$ cat config.mk
export PLATFORM = sky130hd
export DESIGN_NAME = pareto_archive_update_unit
export DESIGN_NICKNAME = d
export VERILOG_FILES = /design/src/rtl/core/paru_pkg.sv /design/src/rtl/core/paru_ram.sv /design/src/rtl/core/paru_cmp.sv /design/src/rtl/core/pareto_archive_update_unit.sv
export SDC_FILE = /design/constraint.sdc
export NUM_CORES = 2
export LEC_CHECK = 0
export ABC_AREA = 1
export BUFFER_PORTS_ARGS = -buffer_cell sky130_fd_sc_hd__buf_4
export CAP_MARGIN = 20
export CORE_MARGIN = 3
export CORE_UTILIZATION = 50
export DETAILED_ROUTE_END_ITERATION = 8
export PLACE_DENSITY = 0.66
export SETUP_SLACK_MARGIN = 0.15
export SLEW_MARGIN = 20
export SYNTH_ARGS = -nofsm -noshare
export SYNTH_HDL_FRONTEND = slang
export SYNTH_SLANG_ARGS = --single-unit
$ cat constraint.sdc
create_clock -name clk_i -period 22.7 [get_ports clk_i]
set_clock_uncertainty 0.1 [all_clocks]
set_input_delay 3.405 -clock clk_i [delete_from_list [all_inputs] [get_ports clk_i]]
set_output_delay 3.405 -clock clk_i [all_outputs]
set_load 0.1 [all_outputs]
$ cat src/rtl/core/paru_pkg.sv
// ----------------------------------------------------------------------------
// paru_pkg
// Types and constants shared by the archive update unit.
// ----------------------------------------------------------------------------
package paru_pkg;

  localparam int unsigned ValW   = 40;
  localparam int unsigned TolW   = 20;
  localparam int unsigned CntW   = 6;
  localparam int unsigned DiffW  = ValW + 1;

  // archive depth, and binary point of the stored values (tolerances share it)
  localparam int unsigned Capacity     = 32;
  localparam int unsigned FractionBits = 20;

  // commands
  localparam logic [1:0] CmdOffer = 2'd0;
  localparam logic [1:0] CmdDump  = 2'd1;
  localparam logic [1:0] CmdClear = 2'd2;

  // result status codes
  localparam logic [2:0] StAdded     = 3'd0;
  localparam logic [2:0] StDuplicate = 3'd1;
  localparam logic [2:0] StDominated = 3'd2;
  localparam logic [2:0] StFull      = 3'd3;
  localparam logic [2:0] StEntry     = 3'd4;
  localparam logic [2:0] StEmpty     = 3'd5;
  localparam logic [2:0] StCleared   = 3'd6;

  // register indexes
  localparam logic [1:0] RegTolStrict = 2'd0;
  localparam logic [1:0] RegTolLoose  = 2'd1;
  localparam logic [1:0] RegTolSame   = 2'd2;

  localparam logic [TolW-1:0] TolStrictRst = 20'd0;
  localparam logic [TolW-1:0] TolLooseRst  = 20'd1049;
  localparam logic [TolW-1:0] TolSameRst   = 20'd105;

  typedef struct packed {
    logic [1:0]             cmd;
    logic signed [ValW-1:0] new_first;
    logic signed [ValW-1:0] new_second;
  } in_item_t;

  typedef struct packed {
    logic [2:0]             status;
    logic signed [ValW-1:0] out_first;
    logic signed [ValW-1:0] out_second;
    logic [CntW-1:0]        removed_count;
    logic [CntW-1:0]        stored_count;
    logic                   last;
  } out_item_t;

  typedef struct packed {
    logic [TolW-1:0] tol_strict;
    logic [TolW-1:0] tol_loose;
    logic [TolW-1:0] tol_same;
  } tol_t;

  typedef struct packed {
    logic dup;
    logic dominated;
    logic kill;
  } cmp_flags_t;

  typedef enum logic [2:0] {
    ST_IDLE,
    ST_SCAN,
    ST_COMPACT,
    ST_DUMP,
    ST_RESULT
  } fsm_e;

endpackage

$ cat src/rtl/core/paru_ram.sv
// ----------------------------------------------------------------------------
// paru_ram
// Generic single-port-write, one-read RAM with registered read data.
// ----------------------------------------------------------------------------
module paru_ram #(
  parameter int unsigned Width = 80,
  parameter int unsigned Depth = 32
) (
  input  logic                     clk_i,
  input  logic                     we_i,
  input  logic [$clog2(Depth)-1:0] waddr_i,
  input  logic [Width-1:0]         wdata_i,
  input  logic [$clog2(Depth)-1:0] raddr_i,
  output logic [Width-1:0]         rdata_o
);

  logic [Width-1:0] mem_q [Depth];

  // write port and registered read
  always_ff @(posedge clk_i) begin
    if (we_i) begin
      mem_q[waddr_i] <= wdata_i;
    end
    rdata_o <= mem_q[raddr_i];
  end

endmodule

$ cat src/rtl/core/paru_cmp.sv
// ----------------------------------------------------------------------------
// paru_cmp
// Duplicate and dominance checks of one stored point against the new point.
// ----------------------------------------------------------------------------
module paru_cmp (
  input  logic signed [paru_pkg::ValW-1:0] new_first_i,
  input  logic signed [paru_pkg::ValW-1:0] new_second_i,
  input  logic signed [paru_pkg::ValW-1:0] arc_first_i,
  input  logic signed [paru_pkg::ValW-1:0] arc_second_i,
  input  paru_pkg::tol_t                   tol_i,
  output paru_pkg::cmp_flags_t             flags_o
);

  localparam int unsigned DW = paru_pkg::DiffW;

  logic signed [DW-1:0] d1;  // arc - new, first objective
  logic signed [DW-1:0] d2;
  logic signed [DW-1:0] ts, tl, tm;
  logic                 arc_dom, new_dom, dup;

  // exact differences and tolerances extended to the difference width
  always_comb begin
    d1 = DW'(arc_first_i) - DW'(new_first_i);
    d2 = DW'(arc_second_i) - DW'(new_second_i);
    ts = DW'({1'b0, tol_i.tol_strict});
    tl = DW'({1'b0, tol_i.tol_loose});
    tm = DW'({1'b0, tol_i.tol_same});
    d1 = $signed({arc_first_i[paru_pkg::ValW-1], arc_first_i})
       - $signed({new_first_i[paru_pkg::ValW-1], new_first_i});
    d2 = $signed({arc_second_i[paru_pkg::ValW-1], arc_second_i})
       - $signed({new_second_i[paru_pkg::ValW-1], new_second_i});
    // duplicate: |d| < tol_same in both objectives
    dup = (d1 < tm) && (-d1 < tm) && (d2 < tm) && (-d2 < tm);
    // stored dominates new
    arc_dom = !(d1 > ts) && !(d2 > tl) && ((-d1 > tl) || (-d2 > tl));
    // new dominates stored
    new_dom = !(-d1 > ts) && !(-d2 > tl) && ((d1 > tl) || (d2 > tl));
    flags_o.dup       = dup;
    flags_o.dominated = arc_dom;
    flags_o.kill      = new_dom;
  end

endmodule

$ cat src/rtl/core/pareto_archive_update_unit.sv
// ----------------------------------------------------------------------------
// pareto_archive_update_unit
// Bounded two-objective non-dominated archive with offer, dump and clear.
// ----------------------------------------------------------------------------
// Usage: items enter on in_valid_i/in_ready_o as one packed in_item_t; results
// leave on out_valid_o/out_ready_i as out_item_t, last marking the final
// result of an item. Tolerances are written on cfg_valid_i/cfg_ready_o with a
// register index and data; the user must write them only while the unit is
// idle, as the unit itself does not enforce it (cfg_ready_o is always high).
// One item is processed at a time; the archive lives in a RAM with one read
// port and registered read data. An offer reads every entry once for the
// duplicate and dominance scan and, unless that scan finds a duplicate or a
// dominating entry, once more to compact, then writes its result. Input is
// held off until that result is taken. A dump gives one result per entry, one
// every cycle when the receiver keeps ready high; clear goes straight to its
// result. When the receiver stalls the result register holds and the unit
// waits. Reset empties the archive at once (count to zero) and loads the
// tolerance reset values; no RAM sweep.
// ----------------------------------------------------------------------------
module pareto_archive_update_unit (
  input  logic                 clk_i,
  input  logic                 rst_ni,
  input  logic                 in_valid_i,
  output logic                 in_ready_o,
  input  paru_pkg::in_item_t   in_data_i,
  output logic                 out_valid_o,
  input  logic                 out_ready_i,
  output paru_pkg::out_item_t  out_data_o,
  input  logic                 cfg_valid_i,
  output logic                 cfg_ready_o,
  input  logic [1:0]           cfg_index_i,
  input  logic [19:0]          cfg_data_i
);

  localparam int unsigned AW  = $clog2(paru_pkg::Capacity);
  localparam int unsigned CW  = paru_pkg::CntW;
  localparam int unsigned VW  = paru_pkg::ValW;
  localparam logic [CW-1:0] Cap = CW'(paru_pkg::Capacity);

  paru_pkg::fsm_e state_q, state_d;
  paru_pkg::tol_t tol_q;
  paru_pkg::in_item_t item_q;
  paru_pkg::out_item_t res_q, res_d;
  logic [CW-1:0] count_q, count_d;
  logic [CW-1:0] rd_q, rd_d;     // read pointer
  logic [CW-1:0] chk_q, chk_d;   // index of the entry now on rdata
  logic [CW-1:0] wr_q, wr_d;     // compaction write pointer
  logic          hit_dup_q, hit_dup_d, hit_dom_q, hit_dom_d;
  logic          out_valid_q, out_valid_d;
  logic          pend_q, pend_d; // rdata valid this cycle

  logic          we;
  logic [AW-1:0] waddr, raddr;
  logic [2*VW-1:0] wdata, rdata;
  paru_pkg::cmp_flags_t flags;
  logic          in_acc, out_free;

  assign in_acc   = in_valid_i && in_ready_o;
  assign out_free = !out_valid_q || out_ready_i;
  assign in_ready_o  = (state_q == paru_pkg::ST_IDLE) && !out_valid_q;
  assign cfg_ready_o = 1'b1;
  assign out_valid_o = out_valid_q;
  assign out_data_o  = res_q;

  paru_ram #(.Width(2*VW), .Depth(paru_pkg::Capacity)) u_ram (
    .clk_i   (clk_i),
    .we_i    (we),
    .waddr_i (waddr),
    .wdata_i (wdata),
    .raddr_i (raddr),
    .rdata_o (rdata)
  );

  paru_cmp u_cmp (
    .new_first_i  (item_q.new_first),
    .new_second_i (item_q.new_second),
    .arc_first_i  (rdata[2*VW-1:VW]),
    .arc_second_i (rdata[VW-1:0]),
    .tol_i        (tol_q),
    .flags_o      (flags)
  );

  // configuration registers
  always_ff @(posedge clk_i or negedge rst_ni) begin
    if (!rst_ni) begin
      tol_q.tol_strict <= paru_pkg::TolStrictRst;
      tol_q.tol_loose  <= paru_pkg::TolLooseRst;
      tol_q.tol_same   <= paru_pkg::TolSameRst;
    end else if (cfg_valid_i) begin
      unique case (cfg_index_i)
        paru_pkg::RegTolStrict: tol_q.tol_strict <= cfg_data_i;
        paru_pkg::RegTolLoose:  tol_q.tol_loose  <= cfg_data_i;
        paru_pkg::RegTolSame:   tol_q.tol_same   <= cfg_data_i;
        default: ;
      endcase
    end
  end

  // next state
  always_comb begin
    state_d = state_q;
    unique case (state_q)
      paru_pkg::ST_IDLE: begin
        if (in_acc) begin
          unique case (in_data_i.cmd)
            paru_pkg::CmdOffer: state_d = (count_q == '0) ? paru_pkg::ST_RESULT
                                                          : paru_pkg::ST_SCAN;
            paru_pkg::CmdDump:  state_d = (count_q == '0) ? paru_pkg::ST_RESULT
                                                          : paru_pkg::ST_DUMP;
            paru_pkg::CmdClear: state_d = paru_pkg::ST_RESULT;
            default:            state_d = paru_pkg::ST_IDLE;
          endcase
        end
      end
      paru_pkg::ST_SCAN: begin
        if (pend_q && chk_q == count_q - 1'b1) begin
          state_d = (hit_dup_d || hit_dom_d) ? paru_pkg::ST_RESULT
                                             : paru_pkg::ST_COMPACT;
        end
      end
      paru_pkg::ST_COMPACT: begin
        if (pend_q && chk_q == count_q - 1'b1) state_d = paru_pkg::ST_RESULT;
      end
      paru_pkg::ST_DUMP: begin
        if (pend_q && out_free && chk_q == count_q - 1'b1) state_d = paru_pkg::ST_IDLE;
      end
      paru_pkg::ST_RESULT: begin
        if (out_free) state_d = paru_pkg::ST_IDLE;
      end
      default: state_d = paru_pkg::ST_IDLE;
    endcase
  end

  // datapath and outputs
  always_comb begin
    count_d     = count_q;
    rd_d        = rd_q;
    chk_d       = chk_q;
    wr_d        = wr_q;
    hit_dup_d   = hit_dup_q;
    hit_dom_d   = hit_dom_q;
    pend_d      = 1'b0;
    res_d       = res_q;
    out_valid_d = out_valid_q && !out_ready_i;
    we          = 1'b0;
    waddr       = wr_q[AW-1:0];
    wdata       = rdata;
    raddr       = rd_q[AW-1:0];
    unique case (state_q)
      paru_pkg::ST_IDLE: begin
        rd_d = '0; chk_d = '0; wr_d = '0;
        hit_dup_d = 1'b0; hit_dom_d = 1'b0;
        if (in_acc && (in_data_i.cmd == paru_pkg::CmdOffer
                       || in_data_i.cmd == paru_pkg::CmdDump) && count_q != '0) begin
          raddr  = '0;
          rd_d   = CW'(1);
          pend_d = 1'b1;
        end
      end
      paru_pkg::ST_SCAN: begin
        if (pend_q) begin
          hit_dup_d = hit_dup_q || flags.dup;
          hit_dom_d = hit_dom_q || flags.dominated;
          chk_d = chk_q + 1'b1;
          if (chk_q == count_q - 1'b1) begin
            chk_d = '0; rd_d = CW'(1); raddr = '0; pend_d = !(hit_dup_d || hit_dom_d);
          end else begin
            pend_d = 1'b1; rd_d = rd_q + 1'b1;
          end
        end
      end
      paru_pkg::ST_COMPACT: begin
        if (pend_q) begin
          if (!flags.kill) begin
            we = 1'b1;
            wr_d = wr_q + 1'b1;
          end
          chk_d = chk_q + 1'b1;
          if (chk_q != count_q - 1'b1) begin
            pend_d = 1'b1; rd_d = rd_q + 1'b1;
          end
        end
      end
      paru_pkg::ST_DUMP: begin
        if (pend_q) begin
          if (out_free) begin
            out_valid_d = 1'b1;
            res_d.status        = paru_pkg::StEntry;
            res_d.out_first     = rdata[2*VW-1:VW];
            res_d.out_second    = rdata[VW-1:0];
            res_d.removed_count = '0;
            res_d.stored_count  = count_q;
            res_d.last          = (chk_q == count_q - 1'b1);
            chk_d = chk_q + 1'b1;
            if (chk_q != count_q - 1'b1) begin
              pend_d = 1'b1; rd_d = rd_q + 1'b1;
            end
          end else begin
            // hold the read until the receiver frees the result register
            raddr = chk_q[AW-1:0]; pend_d = 1'b1;
          end
        end
      end
      paru_pkg::ST_RESULT: begin
        if (out_free) begin
          out_valid_d         = 1'b1;
          res_d.out_first     = '0;
          res_d.out_second    = '0;
          res_d.removed_count = '0;
          res_d.last          = 1'b1;
          res_d.stored_count  = count_q;
          if (item_q.cmd == paru_pkg::CmdClear) begin
            res_d.status = paru_pkg::StCleared;
            res_d.stored_count = '0;
            count_d = '0;
          end else if (item_q.cmd == paru_pkg::CmdDump) begin
            res_d.status = paru_pkg::StEmpty;
          end else if (hit_dup_q) begin
            res_d.status = paru_pkg::StDuplicate;
          end else if (hit_dom_q) begin
            res_d.status = paru_pkg::StDominated;
          end else begin
            res_d.removed_count = count_q - wr_q;
            if (wr_q >= Cap) begin
              res_d.status = paru_pkg::StFull;
              res_d.stored_count = wr_q;
              count_d = wr_q;
            end else begin
              res_d.status = paru_pkg::StAdded;
              we    = 1'b1;
              waddr = wr_q[AW-1:0];
              wdata = {item_q.new_first, item_q.new_second};
              res_d.stored_count = wr_q + 1'b1;
              count_d = wr_q + 1'b1;
            end
          end
        end
      end
      default: ;
    endcase
  end

  // control registers
  always_ff @(posedge clk_i or negedge rst_ni) begin
    if (!rst_ni) begin
      state_q     <= paru_pkg::ST_IDLE;
      count_q     <= '0;
      rd_q        <= '0;
      chk_q       <= '0;
      wr_q        <= '0;
      hit_dup_q   <= 1'b0;
      hit_dom_q   <= 1'b0;
      pend_q      <= 1'b0;
      out_valid_q <= 1'b0;
    end else begin
      state_q     <= state_d;
      count_q     <= count_d;
      rd_q        <= rd_d;
      chk_q       <= chk_d;
      wr_q        <= wr_d;
      hit_dup_q   <= hit_dup_d;
      hit_dom_q   <= hit_dom_d;
      pend_q      <= pend_d;
      out_valid_q <= out_valid_d;
    end
  end

  // payload registers
  always_ff @(posedge clk_i) begin
    if (in_acc) item_q <= in_data_i;
    res_q <= res_d;
  end

endmodule

==> flow_summary.json <==
{
  "status": "completed",
  "finalPower_w": 0.0123,
  "critPathSlowestCell": "buf_4",
  "synth_top_area_share_pct": 64.7,
  "critical_path_class": "reg -> reg",
  "rr_startpoint": "u_ram.rdata_o[1]$_DFF_P_",
  "period_share_pct": 39.0,
  "cts_setup_buffers": 0,
  "worstSetupStartpoint": "u_ram.rdata_o[1]$_DFF_P_",
  "leakagePower_nw": 50.6,
  "maxSlewHeadroom_pct": 19.4,
  "cts_tree": "done",
  "grt_max_degree": 217,
  "synth_ff_type": "edfxtp_1",
  "hp-start": "tol_q[1]$_DFFE_PN0P_",
  "synthArstFlopShare_pct": 3.09,
  "num_vias": 91514,
  "dieArea_um2": 260000,
  "routed_wl_mm": 407,
  "critPathMaxFanout": 37,
  "wl_per_cell_um": 27.4,
  "ys_seq_area_share_pct": 67.8,
  "drtAntennaViolNets": 0,
  "clockBufferDepth": 4,
  "grt_use_total_pct": 30.5,
  "cts_sinks": 2908,
  "synth_common_cells": "edfxtp_1 (2738), nor2_1 (1954), o21ai_0 (1750)",
  "cts_root_buffer": "clkbuf_16",
  "critPathLaunchType": "flip-flop",
  "arrival_ps": 9280,
  "setup_viol": 0,
  "cts_buffers": 314,
  "cp.required_ps": 23130,
  "drv_cap": 0,
  "first_iter_violations": 13204,
  "grt_first_pass_wirelength_mm": 583,
  "dpl.hpwl_mm": 225,
  "fmax_ghz": 0.113,
  "netlist_area_um2": 127000,
  "syn_nets": 11592,
  "drive_gt1_share_pct": 9.96,
  "drc_errors": 0,
  "synth-seq-cells": 2908,
  "finalHoldViolCount": 0,
  "ys_warn_count": 0,
  "rsz0062_at_grt": "no",
  "hold_ws_ps": 382,
  "placed_cells": 14309,
  "path_buf_inv": 5,
  "avgSynthCellArea_um2": 11.4,
  "synth.most_common_cell": "edfxtp_1",
  "chipWidth_um": 510,
  "final_nets": 11680,
  "gr-total-overflow": 0,
  "end_kind": "flip-flop",
  "period_minus_slack_ps": 8850,
  "synth.distinct_cells": 64,
  "synthCells": 11193,
  "core_area_um2": 252000,
  "crit_path_frequent_cell": "nand2_1",
  "worst_pin_slew_ps": 1210,
  "hold_buffers": 0,
  "vias_per_cell": 6.16,
  "slowest_delay_ps": 960,
  "cts_resized": 0,
  "power.density_nw_per_um2": 86.0,
  "first_pass_iters": 6,
  "clk-insertion-delay-late_ps": 960,
  "io_buffers": 206,
  "grt_pass1_vias": 85875,
  "fillers": 20565,
  "start_util_pct": 50.4,
  "synthToLayoutAreaGrowth_pct": 12.4,
  "antenna_found_initial": 6,
  "path_clk_slew_ps": 60,
  "setup-tns-final_ps": 0,
  "synth_top_cell_by_area": "edfxtp_1",
  "slew_violations": 0,
  "cts_max_level": 5,
  "synth_edf_count": 2738,
  "gp_congestion": 0.979,
  "worstHoldPathType": "reg -> reg",
  "num_io_pins": 208,
  "die_y_um": 510,
  "rows": 184,
  "final_cells": 14867,
  "netlist_top_cells_area": "edfxtp_1 (65%), o21ai_0 (6.9%), nor2_1 (5.8%)",
  "peakVddDrop_v": 0.0000916,
  "crit_family": "simple AND/OR/NAND/NOR gates"
}
-- worst min-delay path, delay by kind of cell, from the launching register on --
kind / cells / cell delay [ps]
AND/OR/NAND/NOR: 1 / 50
AO/OA/AOI/OAI: 1 / 60
flip-flops: 1 / 340
-- final timing paths --
| check | to | slack, ps | cells after the start |
|---|---|---|---|
| max in group asynchronous | count_q[3]$_DFFE_PN0P_ | 19040 | 2 |
| setup / recovery | u_ram.mem_q[23][56]$_DFFE_PP_ | 13850 | 36 |
| hold / removal | tol_q[1]$_DFFE_PN0P_ | 380 | 2 |
| min in group asynchronous | tol_q[28]$_DFFE_PN0P_ | 2300 | 1 |
| hold reg to reg | tol_q[1]$_DFFE_PN0P_ | 380 | 2 |
| setup reg to reg | u_ram.mem_q[23][56]$_DFFE_PP_ | 13850 | 36 |
-- placed cells by master, fill, tap and decap left out, types with 41 or more instances in the layout --
cell and n:
xor2_1 41, a21oi_1 165, clkinv_2 49, nand4_1 76
ha_1 287, clkbuf_16 320, clkinv_1 55, buf_4 322
nand2_1 1215, mux2_2 67, o22ai_1 631, clkbuf_1 71
o211ai_1 46, nand2_2 44, edfxtp_1 2738, dfrtp_1 82
o21ai_4 65, nor2_1 1921, o21ai_0 1673, nor2_4 42
inv_1 712, o221ai_1 125, nand3_1 284, dfxtp_1 80
-- logic make-up after synthesis --
kind of cell	after synthesis	share of synthesized area, %
and+or+nand+nor	3723	12.0
DFF	2908	67.8
AOI/OAI and AO/OA	2812	12.3
buffers and inverters	1340	4.10
adders and majority gates	290	2.87
muxes	67	0.594
xor gates and xnor gates	52	0.370
other	1	0.00295
-- flip-flops by register name (all words and copies together) (netlist names) --
signal / flops
u_ram.mem_q: 2560
out_data_o: 96
item_q: 82
u_ram.rdata_o: 80
tol_q: 60
chk_q: 6
count_q: 6
wr_q: 6
rd_q: 5
state_q: 3
hit_dom_q: 1
hit_dup_q: 1
out_valid_o: 1
pend_q: 1
-- layer usage --
layer | up-vias | part of all wire (%) | global-route usage (%)
met4 | 0 | 4.7 | 13.4
met3 | 919 | 10 | 5.92
met1 | 45071 | 39 | 42.0
li1 | 40351 | - | -
met5 | - | 0 | 0
met2 | 5173 | 46 | 47.3
-- cell type report --
cell class | instances | area, um2 | area share [%]
tap | 3348 | 4190 | 2.93
clock inverter | 140 | 1230 | 0.860
multi-input combinational | 6945 | 36900 | 25.8
sequential | 2908 | 86100 | 60.3
timing repair buffer | 353 | 3000 | 2.10
inverter | 759 | 2880 | 2.02
clock buffer | 411 | 8550 | 5.99
antenna | 3 | 7.51 | 0.00526
-- per-stage QoR --
stage / worst slack, ps / utilization, % / instance area, um2
6_report: 13850 / 56.6 / 143000
5_1_grt: 13480 / 56.6 / 143000
4_1_cts: 14010 / 56.4 / 142000
3_5_place_dp: 13100 / 52.6 / 132000
3_3_place_gp: 13310 / 52.5 / 132000
2_1_floorplan: 13880 / - / 127000
-- power breakdown --
| group | internal [W] | switching (W) | total (W) |
|---|---|---|---|
| clock network | 0.00286 | 0.00205 | 0.00492 |
| registers | 0.00601 | 0.0000556 | 0.00606 |
| logic | 0.000363 | 0.000937 | 0.00130 |
| total | 0.00923 | 0.00305 | 0.0123 |
(Power assumes the default switching activity.)
